$ cat config.mk
export PLATFORM = sky130hd
export DESIGN_NAME = vc_input_buffer_route_stage
export DESIGN_NICKNAME = d
export VERILOG_FILES = /design/src/hw/rtl/vcib_pkg.sv /design/src/hw/rtl/vcib_flit_fifo.sv /design/src/hw/rtl/vc_input_buffer_route_stage.sv
export SDC_FILE = /design/constraint.sdc
export NUM_CORES = 1
export LEC_CHECK = 0
export CAP_MARGIN = 15
export CORE_MARGIN = 2
export CORE_UTILIZATION = 49
export DETAILED_ROUTE_END_ITERATION = 12
export DONT_BUFFER_PORTS = 1
export PLACE_DENSITY_LB_ADDON = 0.12
export SYNTH_ARGS = -nofsm -noshare
export SYNTH_HDL_FRONTEND = slang
export SYNTH_SLANG_ARGS = --single-unit
$ cat constraint.sdc
create_clock -name clock -period 7.5 [get_ports clock]
set_input_delay 1.125 -clock clock [delete_from_list [all_inputs] [get_ports clock]]
set_output_delay 1.125 -clock clock [all_outputs]
set_load 0.02 [all_outputs]
$ cat src/hw/rtl/vcib_pkg.sv
// Shared types and codes for the input VC buffer with route stage.
package vcib_pkg;

   // command codes on the request channel
   localparam logic [1:0] CMD_ARRIVAL  = 2'd0;
   localparam logic [1:0] CMD_RESPONSE = 2'd1;
   localparam logic [1:0] CMD_PULL     = 2'd2;
   localparam logic [1:0] CMD_TICK     = 2'd3;

   // route stage states, also reported as stage_status
   localparam logic [2:0] ST_EMPTY     = 3'd0;
   localparam logic [2:0] ST_WAIT_REQ  = 3'd1;
   localparam logic [2:0] ST_WAIT_RESP = 3'd2;
   localparam logic [2:0] ST_WAIT_XFER = 3'd3;
   localparam logic [2:0] ST_READY     = 3'd4;

   // error codes
   localparam logic [1:0] ERR_NONE       = 2'd0;
   localparam logic [1:0] ERR_OVERFLOW   = 2'd1;
   localparam logic [1:0] ERR_UNEXP_RESP = 2'd2;
   localparam logic [1:0] ERR_UNEXP_PULL = 2'd3;

   // register indexes
   localparam logic CSR_SOURCE_PORT = 1'b0;
   localparam logic CSR_SOURCE_VC   = 1'b1;

   typedef struct packed {
      logic        head;
      logic [15:0] tag;
   } flit_type;

   typedef struct packed {
      logic        credit_return;
      logic        route_request;
      logic [15:0] request_tag;
      logic        register_packet;
      logic [5:0]  register_out_port;
      logic [3:0]  register_out_vc;
      logic [15:0] register_tag;
      logic [5:0]  report_port;
      logic [3:0]  report_vc;
      logic [2:0]  stage_status;
      logic [4:0]  queue_count;
      logic [1:0]  error_code;
   } rsp_type;

endpackage

$ cat src/hw/rtl/vcib_flit_fifo.sv
// Flit FIFO: synchronous memory with read/write pointers and fill count.
module vcib_flit_fifo #(
   parameter int QUEUE_DEPTH = 16
) (
   input  logic                                 clock,
   input  logic                                 reset,
   input  logic                                 push,
   input  vcib_pkg::flit_type                   push_data,
   input  logic                                 pop,
   output vcib_pkg::flit_type                   pop_data,
   output logic [$clog2(QUEUE_DEPTH+1)-1:0]     count,
   output logic                                 full,
   output logic                                 empty
);

   localparam int PTR_W = (QUEUE_DEPTH > 1) ? $clog2(QUEUE_DEPTH) : 1;
   localparam int CNT_W = $clog2(QUEUE_DEPTH + 1);
   localparam logic [PTR_W-1:0] PTR_LAST = PTR_W'(QUEUE_DEPTH - 1);
   localparam logic [CNT_W-1:0] CNT_FULL = CNT_W'(QUEUE_DEPTH);

   vcib_pkg::flit_type flit_store [QUEUE_DEPTH];

   logic [PTR_W-1:0] rd_ptr_ff, rd_ptr_in;
   logic [PTR_W-1:0] wr_ptr_ff, wr_ptr_in;
   logic [CNT_W-1:0] count_ff, count_in;
   vcib_pkg::flit_type rd_data_ff;

   assign full     = (count_ff == CNT_FULL);
   assign empty    = (count_ff == '0);
   assign count    = count_ff;
   assign pop_data = rd_data_ff;

   always_comb begin
      rd_ptr_in = rd_ptr_ff;
      wr_ptr_in = wr_ptr_ff;
      count_in  = count_ff;
      if (push) begin
         wr_ptr_in = (wr_ptr_ff == PTR_LAST) ? '0 : wr_ptr_ff + 1'b1;
         count_in  = count_ff + 1'b1;
      end
      if (pop) begin
         rd_ptr_in = (rd_ptr_ff == PTR_LAST) ? '0 : rd_ptr_ff + 1'b1;
         count_in  = count_ff - 1'b1;
      end
   end

   always_ff @(posedge clock) begin
      if (reset) begin
         rd_ptr_ff <= '0;
         wr_ptr_ff <= '0;
         count_ff  <= '0;
      end else begin
         rd_ptr_ff <= rd_ptr_in;
         wr_ptr_ff <= wr_ptr_in;
         count_ff  <= count_in;
      end
   end

   // memory: one write port, one registered read port
   always_ff @(posedge clock) begin
      if (push) begin
         flit_store[wr_ptr_ff] <= push_data;
      end
   end

   always_ff @(posedge clock) begin
      if (pop) begin
         rd_data_ff <= flit_store[rd_ptr_ff];
      end
   end

`ifndef SYNTHESIS
   a_no_overfill: assert property (@(posedge clock) disable iff (reset)
      count_ff <= CNT_FULL)
      else $error("fifo count above depth");
   a_pop_not_empty: assert property (@(posedge clock) disable iff (reset)
      pop |-> !empty)
      else $error("pop from empty fifo");
   a_push_not_full: assert property (@(posedge clock) disable iff (reset)
      push |-> !full)
      else $error("push into full fifo");
   a_no_overlap: assert property (@(posedge clock) disable iff (reset)
      !(push && pop))
      else $error("push and pop in the same cycle");
`endif

endmodule

$ cat src/hw/rtl/vc_input_buffer_route_stage.sv
// Top level: router input VC buffer with one route-compute stage.
//
// Request channel (req_*): one word per event. req_command selects flit
// arrival, route response, pull grant or clock tick; the flit fields are
// used by arrivals only, the route fields by responses only.
// Response channel (rsp_*): exactly one word per accepted request, in order,
// carrying credit, route request, registration, stage status, FIFO fill
// count and an error code.
// Config port (csr_*): write-only source port / source VC registers, to be written
// only while the block is idle; the block itself does not enforce this.
//
// Flow: for most requests the response word is registered at acceptance and
// shows up in the cycle after it. A tick that pops the FIFO first waits in a
// read phase on the flit memory's registered read port and loads the response
// word after it. One request is in flight at a time.
// A new request is taken in the cycle the held response word is taken.
//
// Reset (synchronous): pointers, fill count, stage state and the response
// valid clear; the flit memory is not cleared (an entry is only read after
// it is written). If the receiver stalls, the response word holds and
// req_ready stays low until it drains.
module vc_input_buffer_route_stage #(
   parameter int QUEUE_DEPTH = 16
) (
   input  logic        clock,
   input  logic        reset,
   // request channel
   input  logic        req_valid,
   output logic        req_ready,
   input  logic [1:0]  req_command,
   input  logic        req_flit_is_head,
   input  logic [15:0] req_flit_tag,
   input  logic [5:0]  req_chosen_out_port,
   input  logic [3:0]  req_chosen_out_vc,
   // response channel
   output logic        rsp_valid,
   input  logic        rsp_ready,
   output logic        rsp_credit_return,
   output logic        rsp_route_request,
   output logic [15:0] rsp_request_tag,
   output logic        rsp_register_packet,
   output logic [5:0]  rsp_register_out_port,
   output logic [3:0]  rsp_register_out_vc,
   output logic [15:0] rsp_register_tag,
   output logic [5:0]  rsp_report_port,
   output logic [3:0]  rsp_report_vc,
   output logic [2:0]  rsp_stage_status,
   output logic [4:0]  rsp_queue_count,
   output logic [1:0]  rsp_error_code,
   // config port
   input  logic        csr_write_enable,
   input  logic        csr_index,
   input  logic [5:0]  csr_write_data
);

   localparam int CNT_W = $clog2(QUEUE_DEPTH + 1);
   localparam int EXT_W = (CNT_W > 5) ? CNT_W : 5;

   // control phases
   localparam logic PH_IDLE = 1'b0;
   localparam logic PH_READ = 1'b1;   // waiting on flit memory read data

   logic                phase_ff, phase_in;
   logic [2:0]          stage_ff, stage_in;
   vcib_pkg::flit_type  stage_flit_ff, stage_flit_in;
   logic [5:0]          src_port_ff;
   logic [3:0]          src_vc_ff;
   vcib_pkg::rsp_type   rsp_ff, rsp_in;
   logic                rsp_valid_ff;
   logic                rsp_load;

   logic                accept;
   logic                push;
   logic                pop;
   vcib_pkg::flit_type  push_data;
   vcib_pkg::flit_type  pop_data;
   logic [CNT_W-1:0]    fifo_count;
   logic                fifo_full;
   logic                fifo_empty;
   logic [EXT_W-1:0]    cnt_now_ext;
   logic [EXT_W-1:0]    cnt_inc_ext;

   assign req_ready = (phase_ff == PH_IDLE) && (!rsp_valid_ff || rsp_ready);
   assign accept    = req_valid && req_ready;

   assign push_data.head = req_flit_is_head;
   assign push_data.tag  = req_flit_tag;
   assign push = accept && (req_command == vcib_pkg::CMD_ARRIVAL) && !fifo_full;
   // a tick pops when the stage is or becomes empty and the FIFO has a flit
   assign pop  = accept && (req_command == vcib_pkg::CMD_TICK) && !fifo_empty
                 && ((stage_ff == vcib_pkg::ST_EMPTY) || (stage_ff == vcib_pkg::ST_READY));

   vcib_flit_fifo #(
      .QUEUE_DEPTH (QUEUE_DEPTH)
   ) u_fifo (
      .clock     (clock),
      .reset     (reset),
      .push      (push),
      .push_data (push_data),
      .pop       (pop),
      .pop_data  (pop_data),
      .count     (fifo_count),
      .full      (fifo_full),
      .empty     (fifo_empty)
   );

   assign cnt_now_ext = EXT_W'(fifo_count);
   assign cnt_inc_ext = cnt_now_ext + 1'b1;

   always_comb begin
      phase_in      = phase_ff;
      stage_in      = stage_ff;
      stage_flit_in = stage_flit_ff;
      rsp_load      = 1'b0;
      rsp_in        = '0;
      rsp_in.queue_count = cnt_now_ext[4:0];

      if (phase_ff == PH_READ) begin
         // popped flit is here; fill count already dropped at accept
         stage_flit_in         = pop_data;
         rsp_in.credit_return  = 1'b1;
         rsp_in.report_port    = src_port_ff;
         rsp_in.report_vc      = src_vc_ff;
         if (pop_data.head) begin
            rsp_in.route_request = 1'b1;
            rsp_in.request_tag   = pop_data.tag;
            stage_in             = vcib_pkg::ST_WAIT_RESP;
         end else begin
            stage_in = vcib_pkg::ST_READY;
         end
         phase_in = PH_IDLE;
         rsp_load = 1'b1;
      end else if (accept) begin
         rsp_load = 1'b1;
         case (req_command)
            vcib_pkg::CMD_ARRIVAL: begin
               if (fifo_full) begin
                  rsp_in.error_code = vcib_pkg::ERR_OVERFLOW;
               end else begin
                  rsp_in.queue_count = cnt_inc_ext[4:0];
               end
            end
            vcib_pkg::CMD_RESPONSE: begin
               if (stage_ff == vcib_pkg::ST_WAIT_RESP) begin
                  stage_in                 = vcib_pkg::ST_WAIT_XFER;
                  rsp_in.register_packet   = 1'b1;
                  rsp_in.register_out_port = req_chosen_out_port;
                  rsp_in.register_out_vc   = req_chosen_out_vc;
                  rsp_in.register_tag      = stage_flit_ff.tag;
                  rsp_in.report_port       = src_port_ff;
                  rsp_in.report_vc         = src_vc_ff;
               end else begin
                  rsp_in.error_code = vcib_pkg::ERR_UNEXP_RESP;
               end
            end
            vcib_pkg::CMD_PULL: begin
               if (stage_ff == vcib_pkg::ST_WAIT_XFER) begin
                  stage_in = vcib_pkg::ST_READY;
               end else begin
                  rsp_in.error_code = vcib_pkg::ERR_UNEXP_PULL;
               end
            end
            default: begin
               // clock tick
               if (pop) begin
                  phase_in = PH_READ;
                  rsp_load = 1'b0;
               end else if (stage_ff == vcib_pkg::ST_READY) begin
                  stage_in      = vcib_pkg::ST_EMPTY;
                  stage_flit_in = '0;
               end
            end
         endcase
      end
      rsp_in.stage_status = stage_in;
   end

   always_ff @(posedge clock) begin
      if (reset) begin
         phase_ff      <= PH_IDLE;
         stage_ff      <= vcib_pkg::ST_EMPTY;
         stage_flit_ff <= '0;
         src_port_ff   <= '0;
         src_vc_ff     <= '0;
         rsp_valid_ff  <= 1'b0;
      end else begin
         phase_ff      <= phase_in;
         stage_ff      <= stage_in;
         stage_flit_ff <= stage_flit_in;
         if (csr_write_enable) begin
            if (csr_index == vcib_pkg::CSR_SOURCE_PORT) begin
               src_port_ff <= csr_write_data;
            end else begin
               src_vc_ff <= csr_write_data[3:0];
            end
         end
         if (rsp_load) begin
            rsp_valid_ff <= 1'b1;
         end else if (rsp_ready) begin
            rsp_valid_ff <= 1'b0;
         end
      end
   end

   // response payload register
   always_ff @(posedge clock) begin
      if (rsp_load) begin
         rsp_ff <= rsp_in;
      end
   end

   assign rsp_valid             = rsp_valid_ff;
   assign rsp_credit_return     = rsp_ff.credit_return;
   assign rsp_route_request     = rsp_ff.route_request;
   assign rsp_request_tag       = rsp_ff.request_tag;
   assign rsp_register_packet   = rsp_ff.register_packet;
   assign rsp_register_out_port = rsp_ff.register_out_port;
   assign rsp_register_out_vc   = rsp_ff.register_out_vc;
   assign rsp_register_tag      = rsp_ff.register_tag;
   assign rsp_report_port       = rsp_ff.report_port;
   assign rsp_report_vc         = rsp_ff.report_vc;
   assign rsp_stage_status      = rsp_ff.stage_status;
   assign rsp_queue_count       = rsp_ff.queue_count;
   assign rsp_error_code        = rsp_ff.error_code;

`ifndef SYNTHESIS
   a_read_after_tick: assert property (@(posedge clock) disable iff (reset)
      phase_ff == PH_READ |-> $past(pop))
      else $error("read phase without a popping tick");
   a_read_one_cycle: assert property (@(posedge clock) disable iff (reset)
      phase_ff == PH_READ |=> phase_ff == PH_IDLE && rsp_valid_ff)
      else $error("read phase did not produce a response word");
   a_no_wait_req: assert property (@(posedge clock) disable iff (reset)
      stage_ff != vcib_pkg::ST_WAIT_REQ)
      else $error("stage left in wait-request");
   a_req_means_wait_resp: assert property (@(posedge clock) disable iff (reset)
      rsp_valid_ff && rsp_ff.route_request |->
         rsp_ff.stage_status == vcib_pkg::ST_WAIT_RESP && rsp_ff.credit_return)
      else $error("route request without pop into wait-response");
`endif

endmodule

==> results of run 1 <==
==> how the worst max path moves through the flow <==
stage | startpoint | endpoint | slack, ps | depth (start not counted)
after floorplan | rsp_ready | rsp_credit_return | 1940 | 5
after global placement | req_command[0] | u_fifo.flit_store[15][10] | 4100 | 7
after detailed placement | req_command[0] | u_fifo.flit_store[12][9] | 4000 | 7
after CTS | u_fifo.rd_ptr_ff[0] | u_fifo.pop_data[11] | 4250 | 5
after global routing | u_fifo.rd_ptr_ff[0] | u_fifo.pop_data[11] | 4050 | 5
final | u_fifo.rd_ptr_ff[0] | u_fifo.pop_data[11] | 4410 | 5
==> power by group through the flow <==
stage	registers [W]	clock network (W)	logic, W
2_1_floorplan	0.00253	0	0.0000708
3_3_place_gp	0.00253	0	0.0000810
3_5_place_dp	0.00253	0	0.0000835
4_1_cts	0.00249	0.00206	0.0000838
5_1_grt	0.00249	0.00216	0.0000903
6_report	0.00249	0.00202	0.0000826
==> per-stage QoR <==
stage	util (%)	setup WS, ps
3_3_place_gp	51.7	4100
3_5_place_dp	51.7	4000
6_report	56.2	4410
5_1_grt	56.2	4050
4_1_cts	56.2	4250
2_1_floorplan	-	1940
==> synth_stat cells (2+ instances only) <==
library cell / count / area (um^2)
edfxtp_1: 354 / 10600
mux4_2: 68 / 1530
nor2_1: 52 / 195
dfxtp_1: 44 / 881
a21oi_1: 32 / 160
nor2b_1: 31 / 194
clkbuf_1: 30 / 113
and2_1: 29 / 181
mux2i_1: 28 / 280
nand2_1: 22 / 82.6
and3_1: 18 / 113
a211oi_1: 17 / 128
a22oi_1: 16 / 120
ha_1: 13 / 163
buf_2: 12 / 60.1
inv_1: 12 / 45.0
nor3_1: 10 / 50.1
nand3_1: 9 / 45.0
nand2b_1: 6 / 37.5
a31oi_1: 5 / 31.3
o21ai_0: 5 / 25.0
buf_1: 3 / 11.3
buf_6: 2 / 22.5
mux2_1: 2 / 22.5
mux2_2: 2 / 22.5
nor4b_1: 2 / 17.5
o21a_1: 2 / 15.0
or3_1: 2 / 12.5
or4b_1: 2 / 20.0
xnor2_1: 2 / 17.5
xor2_1: 2 / 17.5
==> area by class of cell <==
| type | instances | area (um^2) |
|---|---|---|
| clock buffer | 52 | 1190 |
| tap | 396 | 495 |
| clock inverter | 26 | 191 |
| inverter | 12 | 45.0 |
| fill | 2300 | 13500 |
| timing repair buffer | 23 | 173 |
| multi-input combinational | 395 | 3700 |
| sequential | 398 | 11500 |
==> critical path: stages, from the launching register on <==
cell	delay, ps
dfxtp_4	860
buf_4	650
mux4_2	570
nor2b_1	140
a211oi_1	360
a21oi_1	120
==> registers in the layout, indices dropped and copies added, names as in the netlist, 2 cells and up <==
register,cells
rsp_report_port,6
stage_flit_ff,16
rsp_request_tag,16
src_vc_ff,4
rsp_error_code,2
u_fifo.count,5
stage_ff,3
u_fifo.wr_ptr_ff,4
u_fifo.pop_data,17
u_fifo.rd_ptr_ff,4
src_port_ff,6
rsp_queue_count,5
rsp_register_out_vc,4
u_fifo.flit_store,272
rsp_register_out_port,6
rsp_report_vc,4
rsp_stage_status,3
rsp_register_tag,16
==> per-layer routing <==
| layer | wire (um) | vias up | global-route usage (%) |
|---|---|---|---|
| met2 | 15100 | 269 | 31.8 |
| li1 | - | 3383 | - |
| met1 | 13400 | 3907 | 25.5 |
| met3 | 1900 | 46 | 4.07 |
| met4 | 498 | 0 | 4.36 |
| met5 | 0 | - | 0 |
==> kinds of logic (layout without fill, tap and decap cells) <==
logic type | Yosys count | count (layout)
AO/OA/AOI/OAI | 85 | 85
multiplexers | 101 | 101
adder cells (fa/ha/maj) | 13 | 13
flip-flops | 398 | 398
buffers and inverters | 60 | 113
AND/OR/NAND/NOR | 192 | 192
XOR/XNOR | 4 | 4
==> impl_metrics.json, run 1 <==
{
  "drive_above_1_share_pct": 20.1,
  "grt_setup_unrepaired": "no",
  "row_count": 64,
  "drt-total-wl_um": 30900,
  "p_total_w": 0.00459,
  "ys_async_sr_fraction_pct": 0,
  "post_dp_cell_area_um2": 15900,
  "clock_sinks": 398,
  "grt_pass1_wl_um": 47200,
  "fp.dieW_um": 181,
  "leakagePower_nw": 5.59,
  "r2r_end": "u_fifo.pop_data[11]",
  "holdPathEnd": "src_vc_ff[2]",
  "syn-num-nets": 907,
  "p_switching_w": 0.000911,
  "io_buffers": 0,
  "slew_viol_final": 0,
  "clock_latency_ps": 530,
  "slew_headroom_pct": 39.4,
  "worst_r2r_path_depth": 5,
  "ir_worst_vdd_v": 0.000183,
  "yosys.area_share.adder_pct": 1.05,
  "cts-resized-gates": 0,
  "synthSimpleGateAreaFrac_pct": 6.75,
  "worstPathArrival_ps": 3300,
  "syn_inst": 853,
  "synth_top_family_by_area": "multiplexers",
  "boundaryPins": 108,
  "die_h_um": 181,
  "post_cts_buffers": 0,
  "fmax_mhz": 324,
  "yosysUniqueCellTypes": 50,
  "finalHoldViolations": 0,
  "core_um2": 30800,
  "first_iter_violations": 668,
  "p_int_w": 0.00368,
  "rrSetupSlack_ps": 4410,
  "clkPwrFrac_pct": 44.1,
  "critPathRequiredTime_ps": 7720,
  "num_vias": 7605,
  "dieArea_um2": 32900,
  "r2r-start": "u_fifo.rd_ptr_ff[0]",
  "clk_pin_slew_ps": 60,
  "holdPathStages": 2,
  "avgRoutedWirePerCell_um": 23.7,
  "hold_buffers": 0,
  "grt_max_degree": 67,
  "dp_hpwl_um": 19400,
  "via_per_inst": 5.84,
  "status": "complete, no violations",
  "swShare_pct": 19.8,
  "seqPwrFrac_pct": 54.1,
  "clock_path_buffers": 3,
  "clock_skew_ps": 10.6,
  "synth_edf_count": 354,
  "dr.pass1.iters": 5,
  "ant_nets": 0,
  "gr-usage-all-layers_pct": 18.9,
  "finalSetupViolCount": 0,
  "fin_crit_sh_pct": 41.1,
  "p_comb_share_pct": 1.8,
  "grt_overflow": 0,
  "setup.worst_path.start_class": "flop",
  "hold_ws_ps": 453,
  "maxCapViolations": 0,
  "cts_made_buffers": 42,
  "grt_pass1_vias": 7726,
  "h-tree-depth": 2,
  "initial_core_util_pct": 50.0,
  "gp_congestion": 0.766,
  "power.density_nw_per_um2": 265,
  "ys.flop_type": "edfxtp_1",
  "placed_cells": 1224,
  "synth_compound_area_share_pct": 3.55,
  "drc_errors": 0,
  "synthXorXnorAreaFrac_pct": 0.227,
  "worst_slew_pin_slew_ps": 907,
  "antenna_cells": 0,
  "cts_root_buf": "clkbuf_16",
  "end_kind": "flop",
  "final_cells": 1302,
  "yosysSeqAreaShare_pct": 74.6,
  "syn_area_per_cell_um2": 18.1,
  "synthMuxAreaShare_pct": 12.1,
  "syn_area_um2": 15400,
  "fin_nets": 926,
  "synth-warning-count": 0,
  "crit_fanout": 43,
  "holdCritPathClass": "reg -> reg",
  "area_growth_pct": 12.2,
  "cts_tree": "yes",
  "final_common_cell": "edfxtp_1",
  "antenna_found_initial": 0,
  "fin_area_um2": 17300,
  "ys_seq_elements": 398,
  "crit_type": "reg -> reg",
  "final_cell_mix": "edfxtp_1, mux4_2, nor2_1",
  "min_from": "src_vc_ff[2]",
  "fin_setup_tns_ps": 0,
  "period_needed_ps": 3090
}
No activity file was read; power rests on OpenSTA's default activity.
==> run 2: changes to the inputs <==
- ABC_AREA: default -> 1
- clock period: 7.5 -> 3.02 ns (I/O delays scaled with it)
==> impl_metrics.json, run 2 <==
{
  "drc_errors": 0,
  "end_kind": "flop",
  "holdCritPathClass": "in -> reg",
  "cts_tree": "yes",
  "maxCapViolations": 0,
  "yosys-top-cells-area": "edfxtp_1, nor2_1, dfxtp_1",
  "finalSetupViolCount": 0,
  "fin_crit_sh_pct": 76.1,
  "fp.dieW_um": 183,
  "place_ws_ps": 725,
  "via_per_inst": 5.52,
  "r2r_end": "u_fifo.flit_store[5][6]",
  "antenna_found_initial": 0,
  "final_common_cell": "edfxtp_1",
  "finalHoldViolations": 0,
  "clk_pin_slew_ps": 60,
  "r2r-start": "phase_ff",
  "yosys.area.top_type_share_pct": 67.3,
  "crit_type": "reg -> reg",
  "rrSetupSlack_ps": 720,
  "syn_area_um2": 15800,
  "largest-register": "u_fifo.flit_store",
  "area_growth_pct": 12.6,
  "hold_ws_ps": 18.8,
  "grt_pass1_wl_um": 53200,
  "dr.pass1.iters": 5,
  "period_needed_ps": 2300,
  "synth.top_cells.by_count": "edfxtp_1, nor2_1, o21ai_0",
  "final_util_pct": 56.2,
  "row_count": 65,
  "synth_top_family_by_area": "simple AND/OR/NAND/NOR gates",
  "cts_root_buf": "clkbuf_16",
  "avgRoutedWirePerCell_um": 20.5,
  "ir_worst_vdd_v": 0.000490,
  "clock_path_buffers": 3,
  "grt_max_degree": 140,
  "io_buffers": 0,
  "slew_headroom_pct": 47.4,
  "crit_end": "u_fifo.flit_store[5][6]",
  "boundaryPins": 108,
  "clock_skew_ps": 14.8,
  "gp_congestion": 0.837,
  "worstPathArrival_ps": 2500,
  "cts_made_buffers": 43,
  "grt_pass1_vias": 9243,
  "final_cell_mix": "edfxtp_1, nor2_1, o21ai_0",
  "crit_fanout": 21,
  "grt_overflow": 0,
  "post_cts_buffers": 0,
  "synth-warning-count": 0,
  "clock_latency_ps": 530,
  "yosysMostFrequentCell": "edfxtp_1",
  "gr-usage-all-layers_pct": 21.1,
  "synthXorXnorAreaFrac_pct": 0.499,
  "yosys.area.top_type": "edfxtp_1",
  "slew_viol_final": 0,
  "status": "complete, no violations",
  "fin_nets": 1348,
  "syn_area_per_cell_um2": 12.4,
  "ant_nets": 0,
  "largest_reg_flops": 272,
  "power.density_nw_per_um2": 665,
  "fin_setup_tns_ps": 0,
  "critPathRequiredTime_ps": 3220,
  "dp_hpwl_um": 21600,
  "grt_setup_unrepaired": "no",
  "yosys.area_share.adder_pct": 1.03,
  "ys.flop_type": "edfxtp_1",
  "yosysUniqueCellTypes": 35,
  "wl_met1_um": 15300,
  "setup.worst_path.start_class": "flop",
  "ys_async_sr_fraction_pct": 0,
  "antenna_cells": 0,
  "synth_edf_count": 354,
  "syn-num-nets": 1331,
  "synthMuxAreaShare_pct": 0,
  "drive_above_1_share_pct": 10.2,
  "fmax_mhz": 435,
  "wl_met3_um": 1690,
  "yosysSeqAreaShare_pct": 72.9,
  "initial_core_util_pct": 49.9,
  "drt-total-wl_um": 35400,
  "worst_r2r_path_depth": 8,
  "first_iter_violations": 764,
  "p_total_w": 0.0118,
  "clock_sinks": 398,
  "synth_compound_area_share_pct": 9.23,
  "core_um2": 31600,
  "die_h_um": 183,
  "highest_layer": "met4",
  "h-tree-depth": 2,
  "num_vias": 9548,
  "leakagePower_nw": 6.02,
  "setup_slack_ps": 721,
  "dieArea_um2": 33700,
  "worst_slew_pin_slew_ps": 789,
  "ys_seq_elements": 398,
  "syn_inst": 1277,
  "synthSimpleGateAreaFrac_pct": 11.9,
  "critPathLaunch": "phase_ff",
  "wl_met2_um": 17600
}
[run 2: cell types whose count changed after synthesis, moves of 52 or more]
cell	before	now
nand2_1	22	89
nand3_1	9	61
nor2_1	52	286
inv_1	12	81
o21ai_0	5	126
mux4_2	68	0
[run 2: report_power, final]
part,total (W),leakage [nW],switching [W],internal [W]
combinational,0.000438,1.71,0.000300,0.000138
sequential,0.00621,3.62,0.000117,0.00609
clock,0.00518,0.695,0.00205,0.00313
[run 2: worst min path at each step]
stage,from,endpoint,slack [ps],cells after the start
after floorplan,src_port_ff[0],src_port_ff[0],430,2
after global placement,src_vc_ff[2],src_vc_ff[2],440,2
after detailed placement,src_vc_ff[3],src_vc_ff[3],450,2
after CTS,req_flit_tag[6],u_fifo.flit_store[11][6],0.6,0
after global routing,req_flit_tag[15],u_fifo.flit_store[0][15],0.8,0
final,req_flit_tag[6],u_fifo.flit_store[11][6],20,0
[run 2: routing by layer]
metal	vias to the layer above	GRT usage (%)
met5	-	0
met4	0	5.63
met3	59	3.21
met2	273	36.5
met1	4658	27.9
li1	4558	-
[run 2: stage by stage]
step / cells / area (um^2)
6_report: 1730 / 17800
5_1_grt: 1730 / 17800
4_1_cts: 1724 / 17700
3_5_place_dp: 1642 / 16300
3_3_place_gp: 1642 / 16300
2_1_floorplan: 1277 / 15800
[run 2: layout make-up]
type                       count  area (um^2)
inverter                      88          332
timing repair buffer          41          390
clock inverter                18          166
multi-input combinational    722         3620
sequential                   398        11500
tap                          402          503
fill                        2601        13900
clock buffer                  61         1250
[run 2: cells by family after synthesis]
group                      count (synthesis)
and+or+nand+nor                          453
DFF                                      398
AOI/OAI and AO/OA                        247
buffers and inverters                    157
adders and majority gates                 13
xor gates and xnor gates                   9
[run 2: timing repair]
item | CTS | global route
endpoints found under the setup margin | 0 | 0
hold buffers | 3 | 6
gates resized for setup | 0 | 0
endpoints found under the hold margin | 32 | 12
[run 2: worst max-delay path, cell delays in order, from the launching register on]
cell and delay [ps]:
dfxtp_1 310, inv_2 300, nand3_4 210, nor2_4 190
nand2_4 160, inv_2 150, nand2_1 210, nor2_2 140
buf_4 280
==> run 3: changes to the inputs <==
- clock period: 3.02 -> 1.9 ns (I/O delays scaled with it)
==> impl_metrics.json, run 3 (synthesis results as in run 2) <==
{
  "holdCritPathClass": "in -> reg",
  "clock_skew_ps": 14.5,
  "worst_r2r_path_depth": 8,
  "fin_setup_tns_ps": 0,
  "p_total_w": 0.0189,
  "p_int_w": 0.0149,
  "clock_path_buffers": 3,
  "slowest_delay_ps": 550,
  "gp_congestion": 0.831,
  "crit_type": "reg -> reg",
  "grt_setup_unrepaired": "no",
  "drt-total-wl_um": 36600,
  "grt_overflow": 0,
  "leakagePower_nw": 6.34,
  "first_iter_violations": 675,
  "slew_headroom_pct": 38.8,
  "seqPwrFrac_pct": 52.2,
  "num_vias": 9897,
  "final_cell_mix": "edfxtp_1, nor2_1, o21ai_0",
  "min_from": "reset",
  "critPathRequiredTime_ps": 2310,
  "p_comb_share_pct": 5.0,
  "fin_area_um2": 18600,
  "io_buffers": 0,
  "clock_sinks": 398,
  "drc_errors": 0,
  "r2r-start": "rsp_valid",
  "clock_latency_ps": 530,
  "setup.worst_path.start_class": "flop",
  "dr.pass1.iters": 5,
  "antenna_cells": 0,
  "ant_nets": 0,
  "final_cells": 1785,
  "grt_max_degree": 72,
  "crit_slowest_cell": "dlygate4sd3_1",
  "fp.dieW_um": 183,
  "status": "complete, no violations",
  "drive_above_1_share_pct": 12.6,
  "cts_tree": "yes",
  "area_growth_pct": 17.8,
  "cts_root_buf": "clkbuf_16",
  "worstPathArrival_ps": 2220,
  "post_dp_cell_area_um2": 16800,
  "fmax_mhz": 550,
  "fin_nets": 1404,
  "via_per_inst": 5.54,
  "grt_pass1_wl_um": 55700,
  "period_needed_ps": 1820,
  "fin_crit_sh_pct": 95.6,
  "crit_fanout": 7,
  "finalSetupViolCount": 0,
  "core_um2": 31600,
  "worst_slew_pin_slew_ps": 916,
  "initial_core_util_pct": 49.9,
  "holdPathStages": 2,
  "dieArea_um2": 33700,
  "swShare_pct": 21.2,
  "row_count": 65,
  "slew_viol_final": 0,
  "finalHoldViolations": 0,
  "placed_cells": 1671,
  "h-tree-depth": 2,
  "avgRoutedWirePerCell_um": 20.5,
  "end_kind": "flop",
  "clkPwrFrac_pct": 42.8,
  "setup_slack_ps": 82.7,
  "largest-register": "u_fifo.flit_store",
  "critPathLaunch": "rsp_valid",
  "grt_pass1_vias": 9525,
  "antenna_found_initial": 2,
  "boundaryPins": 108,
  "ir_worst_vdd_v": 0.000920,
  "cp_cell_sequence": "nand2_4 -> nand3_4 -> buf_4 -> inv_2 -> nand4_4 -> o21ai_4 -> a21oi_1 -> dlygate4sd3_1",
  "maxCapViolations": 0,
  "rrSetupSlack_ps": 80,
  "place_ws_ps": 21.9,
  "largest_reg_flops": 272,
  "power.density_nw_per_um2": 1010,
  "clk_pin_slew_ps": 60,
  "dp_hpwl_um": 22700,
  "die_h_um": 183,
  "final_common_cell": "edfxtp_1",
  "gr-usage-all-layers_pct": 22.0,
  "p_switching_w": 0.00399,
  "cts_made_buffers": 42
}
-- run 3: cell types whose count changed in the layout (fill, tap and decap cells not counted), moves of 3 or more --
cell,change
nor2_2,-11
dlygate4sd3_1,+26
buf_4,+10
o21ai_0,-3
buf_12,+21
clkbuf_8,-5
nor2_4,+11
-- run 3: worst paths after layout --
path	end
setup / recovery	rsp_valid
hold reg to reg	src_port_ff[3]
hold / removal	u_fifo.wr_ptr_ff[2]
setup reg to reg	rsp_valid
-- run 3: per-stage QoR --
stage | util, % | hold WS [ps]
final | 58.8 | 27.9
after global routing | 58.8 | 13.8
after CTS | 58.7 | 9.83
after detailed placement | 53.2 | 350
after global placement | 53.2 | 353
after floorplan | - | 384
-- run 3: metal layers --
metal  GRT usage, %  vias to the layer above  wire [um]
li1               -                     4672          -
met3           4.58                       63       2300
met5              0                        -         13
met1           29.4                     4823      15700
met4           6.50                        2        973
met2           36.7                      337      17700
-- run 3: critical path: cells and delay by family, from the launching register on --
kind                   cells  cell delay (ps)
flip-flops                 1              370
AND/OR/NAND/NOR            3              280
buffers and inverters      3              790
AO/OA/AOI/OAI              2              250
-- run 3: what timing repair did --
action | 4_1_cts | 5_1_grt
setup endpoints to repair | 0 | 148
hold buffers | 35 | 0
resized for setup | 0 | 6
setup buffers | 0 | 2
hold endpoints to repair | 317 | 0
-- run 3: final cells by class --
type | count | area, um^2
Inverter | 88 | 339
Fill cell | 2518 | 13000
Clock buffer | 54 | 1130
Clock inverter | 23 | 248
Multi-Input combinational cell | 722 | 3710
Sequential cell | 398 | 11500
Tap cell | 402 | 503
Timing Repair Buffer | 98 | 1150
-- run 3: power groups by stage --
stage	clock, W	sequential (W)	combinational [W]
final	0.00808	0.00985	0.000937
after global routing	0.00861	0.00986	0.00104
after CTS	0.00828	0.00985	0.000938
after detailed placement	0	0.0100	0.000745
after global placement	0	0.0100	0.000742
after floorplan	0	0.0100	0.000514
